==> config.mk <==
export PLATFORM = sky130hd
export DESIGN_NAME = vgle_out
export DESIGN_NICKNAME = d
export VERILOG_FILES = /design/src/design/vgle_out.sv
export SDC_FILE = /design/constraint.sdc
export NUM_CORES = 1
export LEC_CHECK = 0
export BUFFER_PORTS_ARGS = -buffer_cell sky130_fd_sc_hd__buf_2
export CORE_AREA = 2 2 39 41
export CTS_BUF_LIST = sky130_fd_sc_hd__clkbuf_16
export DETAILED_ROUTE_END_ITERATION = 10
export DIE_AREA = 0 0 41 43
export HOLD_SLACK_MARGIN = 0.1
export PLACE_DENSITY = 0.3
export RECOVER_POWER = 100
export SKIP_CTS_REPAIR_TIMING = 1
export SYNTH_ARGS = -nofsm -noshare
export SYNTH_HDL_FRONTEND = slang
export SYNTH_SLANG_ARGS = --single-unit
==> constraint.sdc <==
create_clock -name clk_i -period 0.9 [get_ports clk_i]
set_input_delay 0.135 -clock clk_i [delete_from_list [all_inputs] [get_ports clk_i]]
set_output_delay 0.135 -clock clk_i [all_outputs]
set_load 0.005 [all_outputs]
==> src/design/vgle_out.sv <==
// ----------------------------------------------------------------------------
// vgle_out
// Output register with a skid entry; the pipeline advances while the skid
// entry is empty.
// ----------------------------------------------------------------------------
module vgle_out #(
  parameter int unsigned DataW = 1
) (
  input  logic             clk_i,
  input  logic             rst_ni,
  input  logic             push_i,
  input  logic [DataW-1:0] data_i,
  output logic             en_o,
  output logic             valid_o,
  input  logic             ready_i,
  output logic [DataW-1:0] data_o
);

  logic             out_vld_q, skid_vld_q;
  logic [DataW-1:0] out_q, skid_q;

  assign en_o    = !skid_vld_q;
  assign valid_o = out_vld_q;
  assign data_o  = out_q;

  // output and skid control
  always_ff @(posedge clk_i or negedge rst_ni) begin
    if (!rst_ni) begin
      out_vld_q  <= 1'b0;
      skid_vld_q <= 1'b0;
    end else if (!out_vld_q || ready_i) begin
      if (skid_vld_q) begin
        out_vld_q  <= 1'b1;
        skid_vld_q <= 1'b0;
      end else begin
        out_vld_q  <= push_i;
      end
    end else if (push_i) begin
      skid_vld_q <= 1'b1;
    end
  end

  // payload
  always_ff @(posedge clk_i) begin
    if (!out_vld_q || ready_i) begin
      out_q <= skid_vld_q ? skid_q : data_i;
    end else if (push_i) begin
      skid_q <= data_i;
    end
  end

endmodule

Yosys cells after proc, flatten, opt, wreduce, memory -nomap -nowiden
Index checks and enable logic that the tools add are counted.

storage, ports and cells
  register bits = 4
  output and inout bits = 3
  input port bits = 5
  word-level logic and storage cells = 14

operators by class
  bitwise logic cells = 1
  reductions and logical operators = 5
  multiplexer cells = 4

operators with widths
  cell                 count
  1-bit two-way mux    4
  1-bit zero test      2
  2-bit AND reduction  1
  2-bit nonzero test   1
  1-bit logical OR     1
  1-bit NOT            1

Logic depth before layout (Yosys ltp)
  depth after elaboration = 4
  gate-level depth with buffers = 2
  depth with buffers taken out = 2

Worst setup path after synthesis
Ideal clock, no wire load.

  path type = flip-flop to flip-flop
  from = reg skid_vld_q
  to = reg out_q, in the netlist data_o, data pin
  arrival = 0.666 ns
  path slack = -0.026 ns
  cell stages (with the launch flop) = 2
  library setup time = 0.260 ns
  cells stage by stage = dfrtp_1 -> mux2_4

on the way
  longest elaborated chain between the ends = 1

ends and longest elaborated chain
  element                 line  RTL
  from (decl)             19    logic out_vld_q, skid_vld_q;
  from (signal assigned)  30    skid_vld_q <= 1'b0;
  from (signal assigned)  34    skid_vld_q <= 1'b0;
  from (signal assigned)  39    skid_vld_q <= 1'b1;
  1-bit two-way mux       46    out_q <= skid_vld_q ? skid_q : data_i;
  to (signal assigned)    46
  to (decl)               20    logic [DataW-1:0] out_q, skid_q;

No other way between the ends.
A chain may end at the register's enable or synchronous reset.

Worst setup path after layout
  from = reg skid_vld_q
  to = out en_o

on the way
  longest elaborated chain between the ends = 1

ends and longest elaborated chain
  element          line  RTL
  1-bit zero test  22    assign en_o = !skid_vld_q;
  to (decl)        13    output logic en_o,

No other way between the ends.

==> qor.txt <==
CTS root buf: clkbuf_16
Post-Synth Adder-Cell Area: 0%
Max-cap violations: 0
Worst Hold Class: primary input to flop
Register area share after synthesis: 68.22%
Crit end category: output pin
CTS buffer count: 3
Yosys warnings: 0
TritonCTS clock tree: yes
Yosys reg bits: 4
Cells after Synth: 12
FF/Latch Area: 110.1 um^2
Area delta synth->final: 100.8%
Internal power: 0.8186 mW
Setup tns final: -0.1338 ns
Max-slew violations: 0
Setup violators final: 2
Psw: 0.1564 mW
Worst Clk Skew: 0.0001796 ns
Leakage power: 0.1451 nW
Least-Margin Pin Slew: 0.1556 ns
DP Area: 224.0 um^2
Mapped Avg Cell Area: 13.45 um^2
Antenna violations before repair: 0
VDD IR max: 0.0007653 V
Power per Cell Area: 3009 mW/mm^2
Fmax: 1010 MHz
Die ar.: 0.001763 mm^2
Type of origin of the critical path: flop
Dpl cells: 36
Layout filler cell count: 148
Number of global-route vias before repair: 136
Switching Fraction: 16.04%
Grt total ovfl: 0
Non-Filler Instances: 41
Run status: finished with violations
Clk sinks: 4
WP data required: 0.76 ns
Post-Route WL: 335 um
# IOs: 8
XOR/XNOR Fraction of Synth Area: 0%
Synth Net Count: 17
Total track usage: 4.949%
First-pass GRT wire length: 510 um
DRT Pass-1 Iters: 1
Failing checks: negative setup slack
Mapped cell area: 161.4 um^2
# H-tree levels: 1
Min Tclk post-route: 0.9905 ns
Worst-case clock buffer depth: 2
Crit Path Category: flop to output pin
Detailed Route Iter0 Violations: 0
Multiplexer area fraction after synthesis: 9.302%
Initial core utilization: 11.66%
Core box area: 0.001384 mm^2
Multi-input logic area: 43.79 um^2
Highest-count cells in the layout ignoring fill and taps: buf_2, clkbuf_16
Unrepaired setup endpoints after global routing: yes
PortBufs: 7
Crit path arrival time: 0.86 ns
Die extent in x: 41 um
Reg power frac: 22.1%
Number of diodes: 0
Worst-path fanout max: 2
Simple-gate share of the synthesized area: 17.83%
Fin util: 23.42%
DR DRC count: 0
Nets: 32
Setup WS pre-CTS: -0.03312 ns
Via density per instance: 3.098
Worst-skew pair later-pin latency: 0.22 ns
Gate power share: 7.1%
Clock slew at reported path FFs: 0.03 ns
Routed len/inst: 8.171 um
Worst slew margin: 89.63%
Final worst-path cycle share: 110.1%
Final Hold Fails: 0
GPL Wtd Cong: 0.5626
Most common cell after layout, fill and taps aside: buf_2
Remaining antenna violation count after routing: 0
DIE HEIGHT: 43 um
Placement Rows: 14
Share of post-route cells with drive strength above 1: 52.00%
Design area: 324.1 um^2
Clock power share: 70.8%
Via Count: 127
Combinational family with the most area after synthesis: simple AND/OR/NAND/NOR gates
Setup WS post-layout: -0.09051 ns
Largest net degree at the start of global routing: 5
Synth Area in Compound Gates: 0%
Distinct cells, synth: 7
-- Yosys cell counts, drive strengths merged --
cell	instances	area share (%)
nand2b	1	8.5
nor2	3	7.0
dfrtp	2	31
inv	2	4.7
nand2	1	2.3
mux2	1	9.3
edfxtp	2	37
-- power groups by stage --
stage	clock network, mW	logic (mW)	registers [mW]
finish	0.690	0.0697	0.215
global route	0.714	0.0775	0.217
CTS	0.707	0.0547	0.216
detailed placement	0	0.0543	0.219
global placement	0	0.0536	0.218
floorplan	0	0.0228	0.220
-- path summary, 6_finish.rpt --
check                           startpoint         end  slack [ns]  cells past startpoint
worst max-delay path            skid_vld_q        en_o       -0.09                      3
worst min-delay path                data_i      skid_q        0.12                      1
worst max register to register  skid_vld_q      data_o       -0.04                      1
worst min register to register      skid_q      data_o        0.55                      1
max in group asynchronous           rst_ni  skid_vld_q        0.54                      2
min in group asynchronous           rst_ni     valid_o        0.23                      2
-- flip-flops by register name (all words and copies together) (netlist names) --
register    flops
data_o          1
skid_q          1
valid_o         1
skid_vld_q      1
-- final cells by class --
| type | instances | area share (%) |
|---|---|---|
| multi-input cells | 6 | 13.51 |
| flip-flops and latches | 4 | 33.98 |
| clock buffers | 3 | 23.17 |
| inverters | 2 | 2.317 |
| well taps | 16 | 6.178 |
| repair buffers | 10 | 20.85 |
-- per-stage QoR --
stage	hold slack, ns	total power [mW]
2_1_floorplan	-0.1606	0.2426
3_3_place_gp	-0.07752	0.2718
5_1_grt	0.1451	1.009
3_5_place_dp	-0.07659	0.2731
6_report	0.1247	0.9750
4_1_cts	-0.3112	0.9787
-- layer usage --
layer / up-vias / GRT usage (%) / routed length (um)
met4: 0 / 8.000 / 0
met2: 8 / 5.000 / 133
met3: 0 / 2.094 / 52
li1: 63 / - / -
met1: 56 / 5.574 / 149
met5: - / 0 / 0
-- cell families after synthesis --
kind of cell / after synthesis
simple gates: 5
flops: 4
mux: 1
buf+inv: 2
-- worst max-delay path: stages, from the launching register on --
cell     delay (ns)
dfrtp_1        0.39
buf_6          0.13
inv_2          0.04
buf_6          0.08
No activity file was read; power rests on OpenSTA's default activity.
