### config.mk
export PLATFORM = sky130hd
export DESIGN_NAME = vgle_sqrt
export DESIGN_NICKNAME = d
export VERILOG_FILES = /design/src/design/vgle_pkg.sv /design/src/design/vgle_sqrt.sv
export SDC_FILE = /design/constraint.sdc
export NUM_CORES = 2
export LEC_CHECK = 0
export BUFFER_PORTS_ARGS = -buffer_cell sky130_fd_sc_hd__buf_2
export CAP_MARGIN = 20
export CORE_MARGIN = 8
export CORE_UTILIZATION = 65
export CTS_CLUSTER_SIZE = 40
export DETAILED_ROUTE_END_ITERATION = 12
export GPL_TIMING_DRIVEN = 0
export PLACE_DENSITY = 0.92
export SYNTH_ARGS = -nofsm -noshare
export SYNTH_HDL_FRONTEND = slang
export SYNTH_MEMORY_MAX_BITS = 65536
export SYNTH_SLANG_ARGS = --single-unit
### constraint.sdc
create_clock -name clk_i -period 6.3 [get_ports clk_i]
set_input_delay 0 -clock clk_i [delete_from_list [all_inputs] [get_ports clk_i]]
set_output_delay 0 -clock clk_i [all_outputs]
set_load 0.01 [all_outputs]
### src/design/vgle_pkg.sv
// ----------------------------------------------------------------------------
// vgle_pkg
// Shared types, register codes and reset values for the vector glyph line
// endpoint pipeline.
// ----------------------------------------------------------------------------
package vgle_pkg;

  // field widths
  localparam int unsigned CoordW = 32;
  localparam int unsigned LenW   = 31;
  localparam int unsigned ModeW  = 2;
  localparam int unsigned SumW   = 64;
  localparam int unsigned NumW   = CoordW + LenW;   // mag * target
  localparam int unsigned AddrW  = 4;

  // register codes (word index inside the register block)
  typedef enum logic [1:0] {
    CfgMinLen = 2'd0,
    CfgMaxLen = 2'd1,
    CfgScale  = 2'd2,
    CfgAttach = 2'd3
  } cfg_idx_e;

  // attach modes
  localparam logic [ModeW-1:0] AttachStart = 2'd0;
  localparam logic [ModeW-1:0] AttachMid   = 2'd1;
  localparam logic [ModeW-1:0] AttachEnd   = 2'd2;

  // reset values
  localparam logic [LenW-1:0]   MinLenRst = '0;
  localparam logic [LenW-1:0]   MaxLenRst = '1;
  localparam logic [LenW-1:0]   ScaleRst  = 31'h0001_0000;
  localparam logic [ModeW-1:0]  AttachRst = AttachStart;

  // sideband carried through the square root
  typedef struct packed {
    logic [2:0][CoordW-1:0] pos;
    logic [2:0]             neg;
    logic [2:0][CoordW-1:0] mag;
    logic                   clamp;
    logic [LenW-1:0]        target;
  } sqrt_sb_t;

  // sideband carried through the divider
  typedef struct packed {
    logic [2:0][CoordW-1:0] pos;
    logic [2:0]             neg;
    logic [2:0][CoordW-1:0] mag;
    logic                   clamp;
  } div_sb_t;

endpackage

### src/design/vgle_sqrt.sv
// ----------------------------------------------------------------------------
// vgle_sqrt
// Pipelined integer square root of a 64-bit radicand, one result bit per
// stage, with a sideband that travels alongside.
// ----------------------------------------------------------------------------
module vgle_sqrt import vgle_pkg::*; #(
  parameter int unsigned SbW = 1
) (
  input  logic              clk_i,
  input  logic              rst_ni,
  input  logic              en_i,
  input  logic              valid_i,
  input  logic [SumW-1:0]   rad_i,
  input  logic [SbW-1:0]    sb_i,
  output logic              valid_o,
  output logic [CoordW-1:0] root_o,
  output logic [SbW-1:0]    sb_o
);

  localparam int unsigned Steps = SumW / 2;

  logic [Steps-1:0] vld_q;
  logic [SumW-1:0]  s_q  [Steps];
  logic [SumW-1:0]  r_q  [Steps];
  logic [SbW-1:0]   sb_q [Steps];

  for (genvar i = 0; i < Steps; i++) begin : g_step
    localparam logic [SumW-1:0] Bit = SumW'(1) << (SumW - 2 - 2 * i);
    logic [SumW-1:0] s_in, r_in, trial, s_d, r_d;
    logic            v_in;
    logic [SbW-1:0]  sb_in;

    if (i == 0) begin : g_first
      assign s_in  = rad_i;
      assign r_in  = '0;
      assign v_in  = valid_i;
      assign sb_in = sb_i;
    end else begin : g_next
      assign s_in  = s_q[i-1];
      assign r_in  = r_q[i-1];
      assign v_in  = vld_q[i-1];
      assign sb_in = sb_q[i-1];
    end

    // one trial subtraction per stage
    assign trial = r_in + Bit;
    always_comb begin
      if (s_in >= trial) begin
        s_d = s_in - trial;
        r_d = (r_in >> 1) + Bit;
      end else begin
        s_d = s_in;
        r_d = r_in >> 1;
      end
    end

    always_ff @(posedge clk_i or negedge rst_ni) begin
      if (!rst_ni) begin
        vld_q[i] <= 1'b0;
      end else if (en_i) begin
        vld_q[i] <= v_in;
      end
    end

    always_ff @(posedge clk_i) begin
      if (en_i) begin
        s_q[i]  <= s_d;
        r_q[i]  <= r_d;
        sb_q[i] <= sb_in;
      end
    end
  end

  assign valid_o = vld_q[Steps-1];
  assign root_o  = r_q[Steps-1][CoordW-1:0];
  assign sb_o    = sb_q[Steps-1];

endmodule

**Word-level counts from Yosys, hierarchy flattened**

Memory sizes are Yosys's and may differ from the RTL's.
Index checks and enable logic that the tools add are counted.

- Bits in registers: 32
- RAM bits: 4128
- Output and inout port bits: 34
- Logic and storage cells: 227
- Memories: 3

Memories:

| memory | depth | bits a word | read ports | clocked after Yosys merged registers in | write ports | line | text |
|---|---|---|---|---|---|---|---|
| r_q | 32 | 64 | 32 | 0 | 32 | vgle_sqrt.sv:24 | `logic [SumW-1:0] r_q [Steps];` |
| s_q | 32 | 64 | 31 | 0 | 32 | vgle_sqrt.sv:23 | `logic [SumW-1:0] s_q [Steps];` |
| sb_q | 32 | 1 | 32 | 0 | 32 | vgle_sqrt.sv:25 | `logic [SbW-1:0] sb_q [Steps];` |

- $add $sub $neg: 94
- $lt $le $gt $ge: 32
- Mux-type cells: 66

Operators by type and width:

| cell | number |
|---|---|
| 2-to-1 mux 64 bit | 63 |
| greater-or-equal comparator 64 bit | 31 |
| subtractor 64 bit | 31 |
| adder 63 x 1 -> 64 bit (second input constant) | 1 |
| adder 63 x 11 -> 64 bit (second input constant) | 1 |
| adder 63 x 13 -> 64 bit (second input constant) | 1 |
| adder 63 x 15 -> 64 bit (second input constant) | 1 |
| adder 63 x 17 -> 64 bit (second input constant) | 1 |
| adder 63 x 19 -> 64 bit (second input constant) | 1 |
| adder 63 x 21 -> 64 bit (second input constant) | 1 |
| adder 63 x 23 -> 64 bit (second input constant) | 1 |
| adder 63 x 25 -> 64 bit (second input constant) | 1 |
| adder 63 x 27 -> 64 bit (second input constant) | 1 |
| adder 63 x 29 -> 64 bit (second input constant) | 1 |
| adder 63 x 3 -> 64 bit (second input constant) | 1 |
| adder 63 x 31 -> 64 bit (second input constant) | 1 |
| adder 63 x 33 -> 64 bit (second input constant) | 1 |
| adder 63 x 35 -> 64 bit (second input constant) | 1 |
| adder 63 x 37 -> 64 bit (second input constant) | 1 |
| adder 63 x 39 -> 64 bit (second input constant) | 1 |
| adder 63 x 41 -> 64 bit (second input constant) | 1 |
| adder 63 x 43 -> 64 bit (second input constant) | 1 |
| adder 63 x 45 -> 64 bit (second input constant) | 1 |
| adder 63 x 47 -> 64 bit (second input constant) | 1 |
| 45 further kinds | 46 |

**Depth between registers and ports, before layout**

An unclocked memory read counts as a cell.

- Word-level depth: 4
- Gate-level depth with buffers: 15
- Mapped depth without buffers: 12

**Least setup slack after synthesis**

No wires, ideal clock.

- Kind: register -> register
- From: memory s_q[28][14] (netlist: s_q[7][14])
- To: memory s_q[29][63] (netlist: s_q[7][127]), data pin
- Arrival: 3.181 ns
- Data required time: 6.042 ns
- Setup slack: 2.862 ns
- Cell stages (with the launch flop): 11
- Buffers on the path: 0
- Period minus slack after synthesis: 3.438 ns
- Cell sequence: edfxtp_1 ha_1 a21o_1 a221o_1 or3_1 o21ai_1 nor4_1 o211a_1 or3b_2 or4_1 xnor2_1

RTL lines:

| what | line |
|---|---|
| start: declaration | vgle_sqrt.sv:23 |

==> run_results.csv <==
group,metric,value,unit
synthesis,ys_ff_latch,2576,
critical_path,worst-path-max-fanout,10,
synthesis,synthTopCellsByArea,"edfxtp_1, ha_1, xnor2_1",
synthesis,ys.flop_type,"edfxtp_1",
clock_network,clock_sinks,2576,
clock_network,htreeDepth,5,
sta,min_period_over_period,84.66,%
final_layout,fill_cells,11750,
power,switching_power,15400,µW
final_layout,final_layout_size_suffix_gt1_share,6.880,%
run,cap_violations,0,
global_routing,track_usage,32.83,%
power,power.static_leakage,0.05186,µW
synthesis,yosys.cell_types.count,90,
final_layout,layout_commonest_cell,"edfxtp_1",
sta,skew,0.07888,ns
sta,slew_viol_final,0,
critical_path,required,6.91,ns
drt,wire_per_inst,26.75,µm
die,chipWidth,450.8,µm
critical_path,critPathCaptureType,"flop",
placement,port_buffers,102,
synthesis,synthCells,9737,
power,ir_worst_vdd,0.0003749,V
global_routing,first_global_vias,81400,
die,die_h,450.8,µm
sta,fin_setup_tns,0,ns
die,die_area,203200,µm²
synthesis,syn_area_per_cell,12.62,µm²
global_routing,grt_overflow,0,
drt,drc,0,
final_layout,final_cell_area,137300,µm²
synthesis,async_reset_ff_share,1.242,%
sta,fin_crit,5.333,ns
drt,wl,347600,µm
final_layout,syn_to_final_growth,11.75,%
min_path,hold_path.class,"input pin to flop",
final_layout,seq_area,77190,µm²
placement,dp_hpwl,235100,µm
global_routing,grt_pass1_wl,510500,µm
outcome,status,"finished clean",
clock_network,cts_tree,"done",
power,swShare,30.22,%
clock_network,clockBufferDepth,4,
clock_network,ctsRootBufferMaster,"clkbuf_16",
power,p_int,35560,µW
power,powerDensity,371.1,nW/µm²
final_layout,post-route-util,73.13,%
final_layout,final_cell_mix,"edfxtp_1, inv_1, nand2_1",
drt,antenna_left,0,
die,ioPinCount,103,
synthesis,syn_area,122900,µm²
synthesis,yosysWarningCount,0,
sta,relSlewSlack,21.72,%
critical_path,crit_type,"flop to flop",
power,p_comb_share,21.2,%
synthesis,synth_area_leader_cell,"edfxtp_1",
global_routing,grt_max_degree,195,
drt,routed_via_density,6.597,
die,num_rows,159,
clock_network,clk_pin_slew,0.06,ns
final_layout,nets,10910,
die,initial_core_util,65.44,%
placement,place.gp.congestion,0.9636,
placement,place_area,127000,µm²
synthesis,netlist.area_leader.share,62.16,%
sta,tightestPinTransition,1.163,ns
sta,final_hold_viol_count,0,
critical_path,arrival,5.94,ns
sta,rsz0062_at_grt,"false",
drt,drt-initial-drc-count,11720,
synthesis,synth_fp_nets,10360,
sta,setup_violations,0,
power,seqPwrFrac,46.6,%
final_layout,multi_input_area,42350,µm²
power,total_power,50960,µW
die,core_area,187800,µm²
drt,num_vias,85720,
drt,drt_pass1_iterations,7,
clock_network,cts_buffers,280,
power,pwr-share-clk,32.2,%
synthesis,yosysSeqAreaShare,62.81,%
clock_network,clkLatencyLatePin,0.94,ns
synthesis,synth_edf_count,2544,
global_routing,antenna_found_initial,25,
sta,fmax,187.5,MHz
critical_path,startpoint_type,"flop",
clock_network,cts_resized,0,
## worst paths after layout
path	from	cells after the start	slack [ns]	to
max	r_q[1][776]	11	0.97	s_q[7][70]
min reg2reg	r_q[1][726]	0	0.40	r_q[1][789]
max in group asynchronous	rst_ni	4	5.96	g_step[17].v_in
min in group asynchronous	rst_ni	4	0.16	g_step[2].v_in
min	en_i	2	0.1	sb_q[8]
max reg2reg	r_q[1][776]	11	0.97	s_q[7][70]
## registers in the layout, summed over array words and instances (netlist names)
signal       cells
g_step.v_in     31
r_q            528
sb_q            32
s_q           1984
valid_o          1
## what timing repair did
| item | CTS | global route |
|---|---|---|
| hold buffers | 138 | 0 |
| endpoints found under the hold margin | 425 | 0 |
| setup buffers | 0 | 0 |
## synth_stat cells, drive strengths merged (40+ instances only)
library cell,number
o31ai,45
or4,67
nor3,281
nor4b,44
nand4,174
or2,48
xnor2,461
o21ai,471
nand3,166
a21o,262
ha,558
or3,102
a31oi,47
nor2b,72
clkbuf,179
nand2,616
nor4,362
mux2,98
edfxtp,2544
xor2,411
nand2b,101
nor2,594
inv,691
and3,59
nand3b,40
a211oi,46
a21oi,574
o21a,111
## area by class of cell
| class | instances | share of cell area, % |
|---|---|---|
| sequential | 2576 | 56.21 |
| buffer | 201 | 0.5539 |
| clock inverter | 143 | 1.050 |
| timing repair buffer | 268 | 1.753 |
| antenna | 21 | 0.03826 |
| multi-input combinational | 6268 | 30.84 |
| tap | 2495 | 2.273 |
| inverter | 692 | 1.891 |
| clock buffer | 331 | 5.396 |
## routing by layer
| layer | global-route usage [%] | part of all wire (%) | vias up |
|---|---|---|---|
| met2 | 52.78 | 46 | 5476 |
| met1 | 43.96 | 39 | 41330 |
| li1 | - | - | 37680 |
| met3 | 6.132 | 9.5 | 1224 |
| met5 | 0 | 0.023 | - |
| met4 | 14.87 | 5.5 | 12 |
## worst max-delay path, stage by stage (launching register included)
cell and delay (ns):
edfxtp_1 0.47, inv_1 0.08, ha_1 0.40, nand4_1 0.15, or4b_2 0.73, nor4_1 0.90, a211oi_1 0.16, o211ai_1 0.17
a211o_1 0.25, buf_1 0.69, clkbuf_1 0.70, a21oi_1 0.27
## power by group through the flow
stage / logic (µW) / clock network (µW) / registers [µW]
2_1_floorplan: 7600 / 0 / 23000
3_3_place_gp: 10100 / 0 / 25100
3_5_place_dp: 10300 / 0 / 23900
4_1_cts: 10500 / 16400 / 23700
5_1_grt: 11700 / 17100 / 23900
6_report: 10800 / 16400 / 23800
## cell families after synthesis
group                      after synthesis  share of synthesized area [%]
and+or+nand+nor                       2865                          12.11
adders and majority gates              558                          5.681
AOI/OAI and AO/OA                     1871                          9.517
DFF                                   2576                          62.81
buffers and inverters                  893                          2.733
muxes                                  102                         0.9305
xor gates and xnor gates               872                          6.214
## metrics by stage
| step | setup WS (ns) | hold WS, ns | instances |
|---|---|---|---|
| 5_1_grt | 0.9021 | 0.1027 | 12980 |
| 4_1_cts | 1.163 | 0.06279 | 12970 |
| 3_5_place_dp | 1.311 | 0.06915 | 12360 |
| 2_1_floorplan | 2.862 | -0.2956 | 9737 |
| 6_report | 0.9665 | 0.09923 | 13000 |
| 3_3_place_gp | -32.37 | 0.04215 | 12330 |
Note: power is estimated with default switching activity, not from simulation.
